<file path="config.mk">
export PLATFORM = sky130hd
export DESIGN_NAME = indexed_list_shift_engine
export DESIGN_NICKNAME = d
export VERILOG_FILES = /design/src/sv/ils_pkg.sv /design/src/sv/ils_cell.sv /design/src/sv/indexed_list_shift_engine.sv
export SDC_FILE = /design/constraint.sdc
export NUM_CORES = 1
export LEC_CHECK = 0
export ABC_CLOCK_PERIOD_IN_PS = 15400
export BUFFER_PORTS_ARGS = -buffer_cell sky130_fd_sc_hd__buf_2
export CORE_ASPECT_RATIO = 1.2
export CORE_MARGIN = 5
export CORE_UTILIZATION = 45
export DETAILED_ROUTE_END_ITERATION = 10
export PLACE_DENSITY = 0.61
export SLEW_MARGIN = 20
export SYNTH_ARGS = -nofsm -noshare
export SYNTH_HDL_FRONTEND = slang
export SYNTH_SLANG_ARGS = --single-unit
</file>
<file path="constraint.sdc">
create_clock -name clock -period 15.4 [get_ports clock]
set_input_delay 3.08 -clock clock [delete_from_list [all_inputs] [get_ports clock]]
set_output_delay 3.08 -clock clock [all_outputs]
set_load 0.03 [all_outputs]
</file>
<file path="src/sv/ils_pkg.sv">
// ----------------------------------------------------------------------------
// ils_pkg: shared types and constants for the indexed list shift engine
// Request and result items, operation and status codes, cell control group.
// ----------------------------------------------------------------------------
package ils_pkg;

   localparam int DEF_CAPACITY   = 16;
   localparam int DEF_DATA_WIDTH = 32;
   localparam int MAX_DATA_WIDTH = 64;

   localparam int OP_WIDTH     = 2;
   localparam int POS_WIDTH    = 4;
   localparam int ELEM_WIDTH   = 32;
   localparam int STATUS_WIDTH = 2;
   localparam int COUNT_WIDTH  = 5;

   typedef enum logic [OP_WIDTH-1:0] {
      OP_APPEND = 2'd0,
      OP_INSERT = 2'd1,
      OP_REMOVE = 2'd2,
      OP_READ   = 2'd3
   } op_type;

   typedef enum logic [STATUS_WIDTH-1:0] {
      ST_DONE  = 2'd0,
      ST_RANGE = 2'd1,
      ST_FULL  = 2'd2
   } status_type;

   typedef struct packed {
      logic [OP_WIDTH-1:0]   operation;
      logic [POS_WIDTH-1:0]  position;
      logic [ELEM_WIDTH-1:0] element;
   } req_type;

   typedef struct packed {
      logic [STATUS_WIDTH-1:0] status;
      logic [ELEM_WIDTH-1:0]   read_value;
      logic [COUNT_WIDTH-1:0]  entry_count;
   } rsp_type;

   // broadcast to every cell; at most one flag is set
   typedef struct packed {
      logic append;
      logic insert;
      logic remove;
   } cell_ctl_type;

endpackage

</file>
<file path="src/sv/ils_cell.sv">
// ----------------------------------------------------------------------------
// ils_cell: one list slot
// Holds one entry; loads the new word, its left or right neighbor, or holds.
// Passes a readout OR chain on to the next cell.
// ----------------------------------------------------------------------------
module ils_cell import ils_pkg::*; #(
   parameter int DATA_WIDTH = DEF_DATA_WIDTH,
   parameter int KEY_WIDTH  = 5,
   parameter int CELL_INDEX = 0
) (
   input  logic                  clock,
   input  cell_ctl_type          ctl,
   input  logic [KEY_WIDTH-1:0]  pos_k,
   input  logic [KEY_WIDTH-1:0]  count_k,
   input  logic [DATA_WIDTH-1:0] word,
   input  logic [DATA_WIDTH-1:0] left_data,
   input  logic [DATA_WIDTH-1:0] right_data,
   input  logic [DATA_WIDTH-1:0] acc_in,
   output logic [DATA_WIDTH-1:0] data_out,
   output logic [DATA_WIDTH-1:0] acc_out
);

   localparam logic [KEY_WIDTH-1:0] IDX      = KEY_WIDTH'(CELL_INDEX);
   localparam logic [KEY_WIDTH-1:0] IDX_NEXT = KEY_WIDTH'(CELL_INDEX + 1);

   logic [DATA_WIDTH-1:0] data_ff;
   logic [DATA_WIDTH-1:0] data_in;
   logic                  hit;

   assign hit = (pos_k == IDX);

   always_comb begin
      data_in = data_ff;
      priority if (ctl.append && (IDX == count_k)) begin
         data_in = word;
      end else if (ctl.insert && hit) begin
         data_in = word;
      end else if (ctl.insert && (IDX > pos_k) && (IDX <= count_k)) begin
         data_in = left_data;
      end else if (ctl.remove && (IDX >= pos_k) && (IDX_NEXT < count_k)) begin
         data_in = right_data;
      end else begin
         data_in = data_ff;
      end
   end

   always_ff @(posedge clock) begin
      data_ff <= data_in;
   end

   assign data_out = data_ff;
   assign acc_out  = acc_in | (hit ? data_ff : '0);

endmodule

</file>
<file path="src/sv/indexed_list_shift_engine.sv">
// ----------------------------------------------------------------------------
// indexed_list_shift_engine: ordered list with insert/remove at an index
// Append, insert, remove and read on a list of up to CAPACITY words.
// ----------------------------------------------------------------------------
// Each item is accepted when start is high and busy is low, and its result
// appears on rsp_item with rsp_strobe high in the following
// cycle. A new item may be started in every cycle. The list is a row of
// cells that all shift together in the accepting cycle, so insert and remove
// cost the same as append; the read path is an OR chain running through the
// cells. Busy is high only while reset is asserted. The receiver cannot stall.
// ----------------------------------------------------------------------------
module indexed_list_shift_engine import ils_pkg::*; #(
   parameter int CAPACITY   = DEF_CAPACITY,
   parameter int DATA_WIDTH = DEF_DATA_WIDTH
) (
   input  logic    clock,
   input  logic    reset,
   input  logic    start,
   output logic    busy,
   input  req_type req_item,
   output logic    rsp_strobe,
   output rsp_type rsp_item
);

   localparam int CW = $clog2(CAPACITY + 1);
   localparam int KW = (CW > POS_WIDTH) ? CW : POS_WIDTH;
   localparam logic [KW-1:0] CAP_K = KW'(CAPACITY);

   logic                  accept;
   logic [CW-1:0]         count_ff;
   logic [CW-1:0]         count_in;
   logic [KW-1:0]         count_k;
   logic [KW-1:0]         pos_k;
   logic [MAX_DATA_WIDTH-1:0] word_wide;
   logic [MAX_DATA_WIDTH-1:0] rd_wide;
   logic [DATA_WIDTH-1:0] word;
   cell_ctl_type          ctl;
   status_type            status;
   logic                  take_value;
   logic                  rsp_strobe_ff;
   rsp_type               rsp_ff;
   rsp_type               rsp_in;

   logic [DATA_WIDTH-1:0] cell_data [CAPACITY];
   logic [DATA_WIDTH-1:0] acc       [CAPACITY+1];

   assign busy    = reset;
   assign accept  = start && !busy;
   assign count_k = KW'(count_ff);
   assign pos_k   = KW'(req_item.position);

   assign word_wide = MAX_DATA_WIDTH'(req_item.element);
   assign word      = word_wide[DATA_WIDTH-1:0];

   always_comb begin
      status     = ST_DONE;
      take_value = 1'b0;
      unique case (op_type'(req_item.operation))
         OP_APPEND: begin
            if (count_k >= CAP_K) status = ST_FULL;
         end
         OP_INSERT: begin
            priority if (pos_k >= count_k) status = ST_RANGE;
            else if (count_k >= CAP_K) status = ST_FULL;
            else status = ST_DONE;
         end
         OP_REMOVE, OP_READ: begin
            if (pos_k >= count_k) status = ST_RANGE;
            else take_value = 1'b1;
         end
         default: status = ST_DONE;
      endcase
   end

   always_comb begin
      ctl.append = accept && (status == ST_DONE) && (req_item.operation == OP_APPEND);
      ctl.insert = accept && (status == ST_DONE) && (req_item.operation == OP_INSERT);
      ctl.remove = accept && (status == ST_DONE) && (req_item.operation == OP_REMOVE);
   end

   always_comb begin
      priority if (ctl.append || ctl.insert) count_in = count_ff + CW'(1);
      else if (ctl.remove) count_in = count_ff - CW'(1);
      else count_in = count_ff;
   end

   assign acc[0] = '0;

   for (genvar g = 0; g < CAPACITY; g++) begin : g_cell
      ils_cell #(
         .DATA_WIDTH(DATA_WIDTH),
         .KEY_WIDTH (KW),
         .CELL_INDEX(g)
      ) u_cell (
         .clock     (clock),
         .ctl       (ctl),
         .pos_k     (pos_k),
         .count_k   (count_k),
         .word      (word),
         .left_data ((g == 0) ? '0 : cell_data[(g == 0) ? 0 : g - 1]),
         .right_data((g == CAPACITY - 1) ? '0 : cell_data[(g == CAPACITY - 1) ? g : g + 1]),
         .acc_in    (acc[g]),
         .data_out  (cell_data[g]),
         .acc_out   (acc[g+1])
      );
   end

   assign rd_wide = MAX_DATA_WIDTH'(acc[CAPACITY]);

   always_comb begin
      rsp_in.status      = status;
      rsp_in.read_value  = take_value ? rd_wide[ELEM_WIDTH-1:0] : '0;
      rsp_in.entry_count = COUNT_WIDTH'(count_in);
   end

   always_ff @(posedge clock) begin
      if (reset) begin
         count_ff      <= '0;
         rsp_strobe_ff <= 1'b0;
      end else begin
         count_ff      <= count_in;
         rsp_strobe_ff <= accept;
      end
   end

   always_ff @(posedge clock) begin
      if (accept) rsp_ff <= rsp_in;
   end

   assign rsp_strobe = rsp_strobe_ff;
   assign rsp_item   = rsp_ff;

   a_count_bound: assert property (@(posedge clock) disable iff (reset)
      KW'(count_ff) <= CAP_K)
      else $error("entry count above capacity");

   a_rsp_follows: assert property (@(posedge clock) disable iff (reset)
      accept |=> rsp_strobe)
      else $error("item without result");

   a_no_spurious: assert property (@(posedge clock) disable iff (reset)
      !accept |=> !rsp_strobe)
      else $error("result without item");

   a_error_holds: assert property (@(posedge clock) disable iff (reset)
      (accept && (status != ST_DONE)) |=> (count_ff == $past(count_ff)))
      else $error("rejected item changed the list");

   a_error_zero: assert property (@(posedge clock) disable iff (reset)
      (rsp_strobe && (rsp_item.status != ST_DONE)) |-> (rsp_item.read_value == '0))
      else $error("nonzero value on error");

endmodule
</file>
==> Word level (Yosys, flattened, before mapping) <==
Index checks and enable logic that the tools add are counted.
{ "word_totals": {"out_inout_bits": 41, "inputBits": 41, "ff_bits": 557, "wordCells": 349} }
{ "op_classes": {"eq_ne": 33, "muxes": 88, "reduce_logical": 124, "n_addsub": 2, "bitwise_logic": 15, "order_cmp": 66} }
{ "ops": {"columns": ["operator", "count"], "rows": [
  ["$mux W32", 80],
  ["$or A32 B32 Y32", 15],
  ["$logic_and A1 B1 Y1", 101],
  ["$reduce_bool A4 Y1", 16],
  ["$eq A4 B5 Y1 const A", 8],
  ["$le A4 B5 Y1 const A", 8],
  ["$lt A4 B5 Y1 const A", 8],
  ["$eq A4 B4 Y1 const B", 8],
  ["$ge A4 B4 Y1 const A", 8],
  ["$gt A4 B4 Y1 const A", 8],
  ["$eq A3 B5 Y1 const A", 4],
  ["$le A3 B5 Y1 const A", 4],
  ["$lt A3 B5 Y1 const A", 4],
  ["$eq A4 B3 Y1 const B", 4],
  ["$ge A3 B4 Y1 const A", 4],
  ["$gt A3 B4 Y1 const A", 4],
  ["$eq A2 B5 Y1 const A", 2],
  ["$le A1 B5 Y1 const A", 2],
  ["$le A2 B5 Y1 const A", 2],
  ["$logic_not A5 Y1", 2],
  ["$lt A2 B5 Y1 const A", 2],
  ["$mux W5", 2],
  ["$eq A4 B2 Y1 const B", 2],
  ["$ge A1 B4 Y1 const A", 2],
  ["other kinds (20)", 28]
]} }

==> Longest topological paths before layout <==
{ "logic_depth": {"word_depth": 17, "depth_mapped": 12} }

==> By module <==
From an unflattened synthesis, not the netlist that was laid out.
{ "hier_totals": {"cells_unflattened": 3148, "area_unflattened_um2": 35607.9} }
{ "modules_own_cells": {"columns": ["module", "cells_each", "seq_area_each_um2", "n_inst", "area_per_inst_um2"], "rows": [
  ["ils_cell (g_cell[5].u_cell)", 235, 960.9, 1, 2433.6],
  ["ils_cell (g_cell[4].u_cell)", 152, 960.9, 1, 2343.5],
  ["ils_cell (g_cell[9].u_cell)", 152, 960.9, 1, 2333.5],
  ["ils_cell (g_cell[11].u_cell)", 235, 960.9, 1, 2244.7],
  ["ils_cell (g_cell[14].u_cell)", 147, 960.9, 1, 2198.4],
  ["ils_cell (g_cell[12].u_cell)", 147, 960.9, 1, 2183.3],
  ["ils_cell (g_cell[13].u_cell)", 187, 960.9, 1, 2115.8],
  ["ils_cell (g_cell[8].u_cell)", 148, 960.9, 1, 2099.5],
  ["ils_cell (g_cell[10].u_cell)", 190, 960.9, 1, 2033.2],
  ["indexed_list_shift_engine", 149, 1291.2, 1, 2016.9],
  ["ils_cell (g_cell[2].u_cell)", 223, 960.9, 1, 1991.9],
  ["ils_cell (g_cell[1].u_cell)", 185, 960.9, 1, 1984.4],
  ["ils_cell (g_cell[3].u_cell)", 223, 960.9, 1, 1975.6],
  ["ils_cell (g_cell[15].u_cell)", 221, 960.9, 1, 1968.1],
  ["3 more rows", null, null, null, null]
]} }

==> Worst setup path after synthesis <==
No wires, ideal clock.
{ "synth_path": {"kind": "input-to-reg", "startpoint": "input port reset", "endpoint": "register g_cell[1].u_cell.data_ff[0] (enable)", "required_time_ns": 14.867, "slack_ns": 6.200, "cell_stages": 7, "arrival_ns": 8.667, "setup_ns": 0.533, "path_cell_list": "nand2b_1 > clkbuf_1 > inv_1 > nand2_1 > a21oi_1 > nand2_1 > o311ai_0"} }
{ "synth_between": {"elab_chain_len": 7} }
{ "synth_rtl": {"columns": ["element", "line", "text"], "rows": [
  ["start: declaration", "indexed_list_shift_engine.sv:17", "input logic reset,"],
  ["$logic_not A1 Y1 *", "indexed_list_shift_engine.sv:48", "assign accept = start && !busy;"],
  ["$logic_and A1 B1 Y1 *", "indexed_list_shift_engine.sv:48", null],
  ["via accept", "indexed_list_shift_engine.sv:29", "logic accept;"],
  ["$logic_and A1 B1 Y1 *", "indexed_list_shift_engine.sv:76, indexed_list_shift_engine.sv:77, indexed_list_shift_engine.sv:78", null],
  ["$logic_and A1 B1 Y1, on equally long branches", "indexed_list_shift_engine.sv:78, indexed_list_shift_engine.sv:77", null],
  ["$logic_and A1 B1 Y1, on equally long branches (2 in series)", "ils_cell.sv:40, ils_cell.sv:38", null],
  ["$reduce_bool A4 Y1 (no line) *", null, null],
  ["end signal: assignment", "ils_cell.sv:48", "data_ff <= data_in;"],
  ["end: declaration", "ils_cell.sv:26", "logic [DATA_WIDTH-1:0] data_ff;"]
]} }
The timed path passes the listed nets; every way through them passes the cells marked *.
A chain may end at the register's enable or synchronous reset.

==> Worst setup path after layout <==
{ "layout_path": {"startpoint": "input port req_item[34] in the netlist's numbering", "endpoint": "register g_cell[11].u_cell.data_ff[11] (enable)"} }
{ "layout_between": {"elab_chain_len": 9} }
{ "layout_rtl": {"columns": ["element", "line", "text"], "rows": [
  ["start: declaration", "indexed_list_shift_engine.sv:20", "input req_type req_item,"],
  ["$ge A4 B5 Y1", "indexed_list_shift_engine.sv:63, indexed_list_shift_engine.sv:68", null],
  ["$mux W1 / $mux W2 (equally long branches)", "indexed_list_shift_engine.sv:68, indexed_list_shift_engine.sv:63", null],
  ["$pmux W2 S3", "indexed_list_shift_engine.sv:58", "unique case (op_type'(req_item.operation))"],
  ["$logic_not A2 Y1", "indexed_list_shift_engine.sv:76, indexed_list_shift_engine.sv:77, indexed_list_shift_engine.sv:78", null],
  ["$logic_and A1 B1 Y1", "indexed_list_shift_engine.sv:76, indexed_list_shift_engine.sv:77, indexed_list_shift_engine.sv:78", null],
  ["$logic_and A1 B1 Y1, on equally long branches", "indexed_list_shift_engine.sv:78, indexed_list_shift_engine.sv:77", null],
  ["$logic_and A1 B1 Y1, on equally long branches (2 in series)", "ils_cell.sv:40, ils_cell.sv:38", null],
  ["$reduce_bool A4 Y1 (no line) *", null, null],
  ["end signal: assignment", "ils_cell.sv:48", null],
  ["end: declaration", "ils_cell.sv:26", null]
]} }
Mark *: on every way between the ends. The rest lies on a longest branch, timed or not.

==> qor.csv <==
stage;metric;value;unit
clocking;cts_tree;done;
yosys;ys_async_sr_fraction;0;%
layout;multi_input_area;14300;sq um
placement;gp_congestion;0.934;
die;placementRows;106;
hold_path;hold_path_class;reg2reg;
yosys;yosys-top-cells-count;edfxtp_1 (551), mux2i_1 (331), nor2_1 (273);
global_routing;grt_pass1_vias;25300;
layout;drive_gt1_share;19.1;%
drt;vias_per_cell;6.88;
layout;final_area;35100;sq um
drt;route.detailed.drc;0;
setup_path;cp_max_fo;33;
setup_path;end_kind;flip-flop;
clocking;root_buffer;clkbuf_16;
timing;fin_crit_sh;45.1;%
drt;avgRoutedWirePerCell;33.9;microns
timing;setup_viol;0;
yosys;ys_warn_count;0;
clocking;cts_made_buffers;59;
layout;fin_nets;2816;
global_routing;gr-total-overflow;0;
timing;fin_skew;15.4;ps
yosys;ys_seq_elements;557;
yosys;ys_seq_area_share;52.5;%
yosys;synth.avg_cell_area;11.3;sq um
outcome;status;complete, no violations;
clocking;cts.sinks;557;
yosys;syn-num-nets;2846;
drt;vias;25700;
power_and_ir_drop;power_per_cell_area;92.5;nW/um^2
layout;layoutNonFillerInstCount;3729;
clocking;clkTransAtPathRegs;60;ps
die;die-height;301;microns
global_routing;grt_usage;32.1;%
setup_path;crit_arrival;7210;ps
die;fp.dieW;252;microns
clocking;htreeDepth;2;
clocking;postCtsHoldBufs;0;
die;pin_count;82;
setup_path;worst-setup-path-type;in2reg;
placement;place_area;33300;sq um
placement;io_buffers;81;
placement;hpwl;74.7;mm
yosys;synth_top_area_share;52.2;%
global_routing;grt_pass1_wl;180;mm
layout;regArea;16700;sq um
drt;drt-pass1-iter-count;8;
clocking;clockBufferDepth;3;
timing;timing.final.ws_setup;8450;ps
drt;ant_nets;0;
power_and_ir_drop;p_leak;11.6;nW
power_and_ir_drop;vdd_drop_max;78.6;uV
drt;wirelength;126;mm
job;maxCapViolations;0;
yosys;yosys.area.top_type;edfxtp_1;
global_routing;antenna_found_initial;7;
yosys;synth_top_flop_cell;edfxtp_1;
timing;rsz0062_at_grt;no;
timing;hold_viol_final;0;
yosys;yosysMostFrequentCell;edfxtp_1;
setup_path;required;15660;ps
yosys;synthCells;2796;
placement;pre_cts_slack;7530;ps
clocking;clk_latency;650;ps
timing;fmax;144;MHz
global_routing;grt_max_degree;66;
die;die_area;75900;sq um
setup_path;setup.worst_path.start_class;primary input;
timing;finalCriticalPeriod;6950;ps
timing;relSlewSlack;18.2;%
yosys;netlist_area;31700;sq um
layout;nFillCells;6182;
die;core_area;69800;sq um
clocking;post_cts_buffers;0;
layout;syn_to_final_growth;10.5;%
yosys;synth.area.top_cells;edfxtp_1 (52%), mux2i_1 (10%), mux2_2 (6.0%);
drt;drt-initial-drc-count;3537;
timing;hold_ws;616;ps
timing;slew_viol_final;0;
timing;tns;0;ps
die;start_util;45.5;%
yosys;ys_types;70;
clocking;cts_resized;0;
timing;worstMarginPinSlew;1230;ps
placement;numPlacedInstances;3623;
yosys;synth_edf_count;551;
==> critical path, cell delays in order <==
cell      delay (ps)
buf_2            170
buf_4            420
nand2b_1         490
nor2_4           240
buf_4            310
nor4_1           560
nand3_4          720
o31ai_1          280
or2_2            840
==> kinds of logic (layout without fill, tap and decap cells) <==
group | count (synthesis) | count (layout) | share of synthesized area (%)
mux | 559 | 559 | 19.2
flops | 557 | 557 | 52.5
xor+xnor | 4 | 4 | 0.110
other cells | 0 | 1 | 0
fa+ha+maj | 9 | 9 | 0.355
buf+inv | 274 | 288 | 3.54
simple gates | 644 | 644 | 8.76
compound gates | 749 | 749 | 15.5
==> sequential cells by signal, summed over array words and instances (netlist names) <==
signal and count:
rsp_item 39, count_ff 5, g_cell.u_cell.data_out 512, rsp_strobe 1
==> placed cells by master (no fill, tap or decap), drive strengths merged, types with 61 or more instances in the layout <==
cell type / n
mux2: 228
clkbuf: 74
a22o: 86
a31oi: 61
a22oi: 93
mux2i: 331
buf: 161
nand2: 245
edfxtp: 551
o21ai: 160
nor2: 273
a21oi: 221
==> power by group <==
part	leakage, nW	internal [W]	total, W	switching (W)
clock network	0.875	0.000752	0.00138	0.000626
registers	4.95	0.00166	0.00167	0.00000777
logic	5.78	0.0000518	0.000198	0.000147
total	11.6	0.00246	0.00324	0.000781
==> per-stage QoR <==
stage	power [W]	util, %
after detailed placement	0.00189	47.7
after global placement	0.00189	47.6
final	0.00324	50.3
after global routing	0.00332	50.3
after floorplan	0.00180	-
after CTS	0.00324	50.2
==> layer usage <==
metal | global-route usage [%] | wire length [microns]
met2 | 51.9 | 58000
met3 | 7.23 | 13500
met1 | 39.1 | 44900
met5 | 0 | 39
met4 | 19.6 | 9890
==> worst paths after layout <==
check | start | endpoint | slack [ps] | depth (start not counted)
min reg2reg | g_cell[14].u_cell.data_out[14] | g_cell[15].u_cell.data_out[14] | 620 | 1
max reg2reg | count_ff[3] | g_cell[8].u_cell.data_out[12] | 10420 | 9
max | req_item[34] | g_cell[11].u_cell.data_out[11] | 8450 | 9
min | g_cell[14].u_cell.data_out[14] | g_cell[15].u_cell.data_out[14] | 620 | 1
==> layout make-up <==
cell class / instances / area share [%]
Sequential cell: 557 / 47.5
Multi-Input combinational cell: 1965 / 40.8
Clock buffer: 74 / 4.49
Tap cell: 918 / 3.28
Timing Repair Buffer: 161 / 3.05
Clock inverter: 31 / 0.589
Inverter: 22 / 0.236
Antenna cell: 1 / 0.00714
No activity file was read; power rests on OpenSTA's default activity.
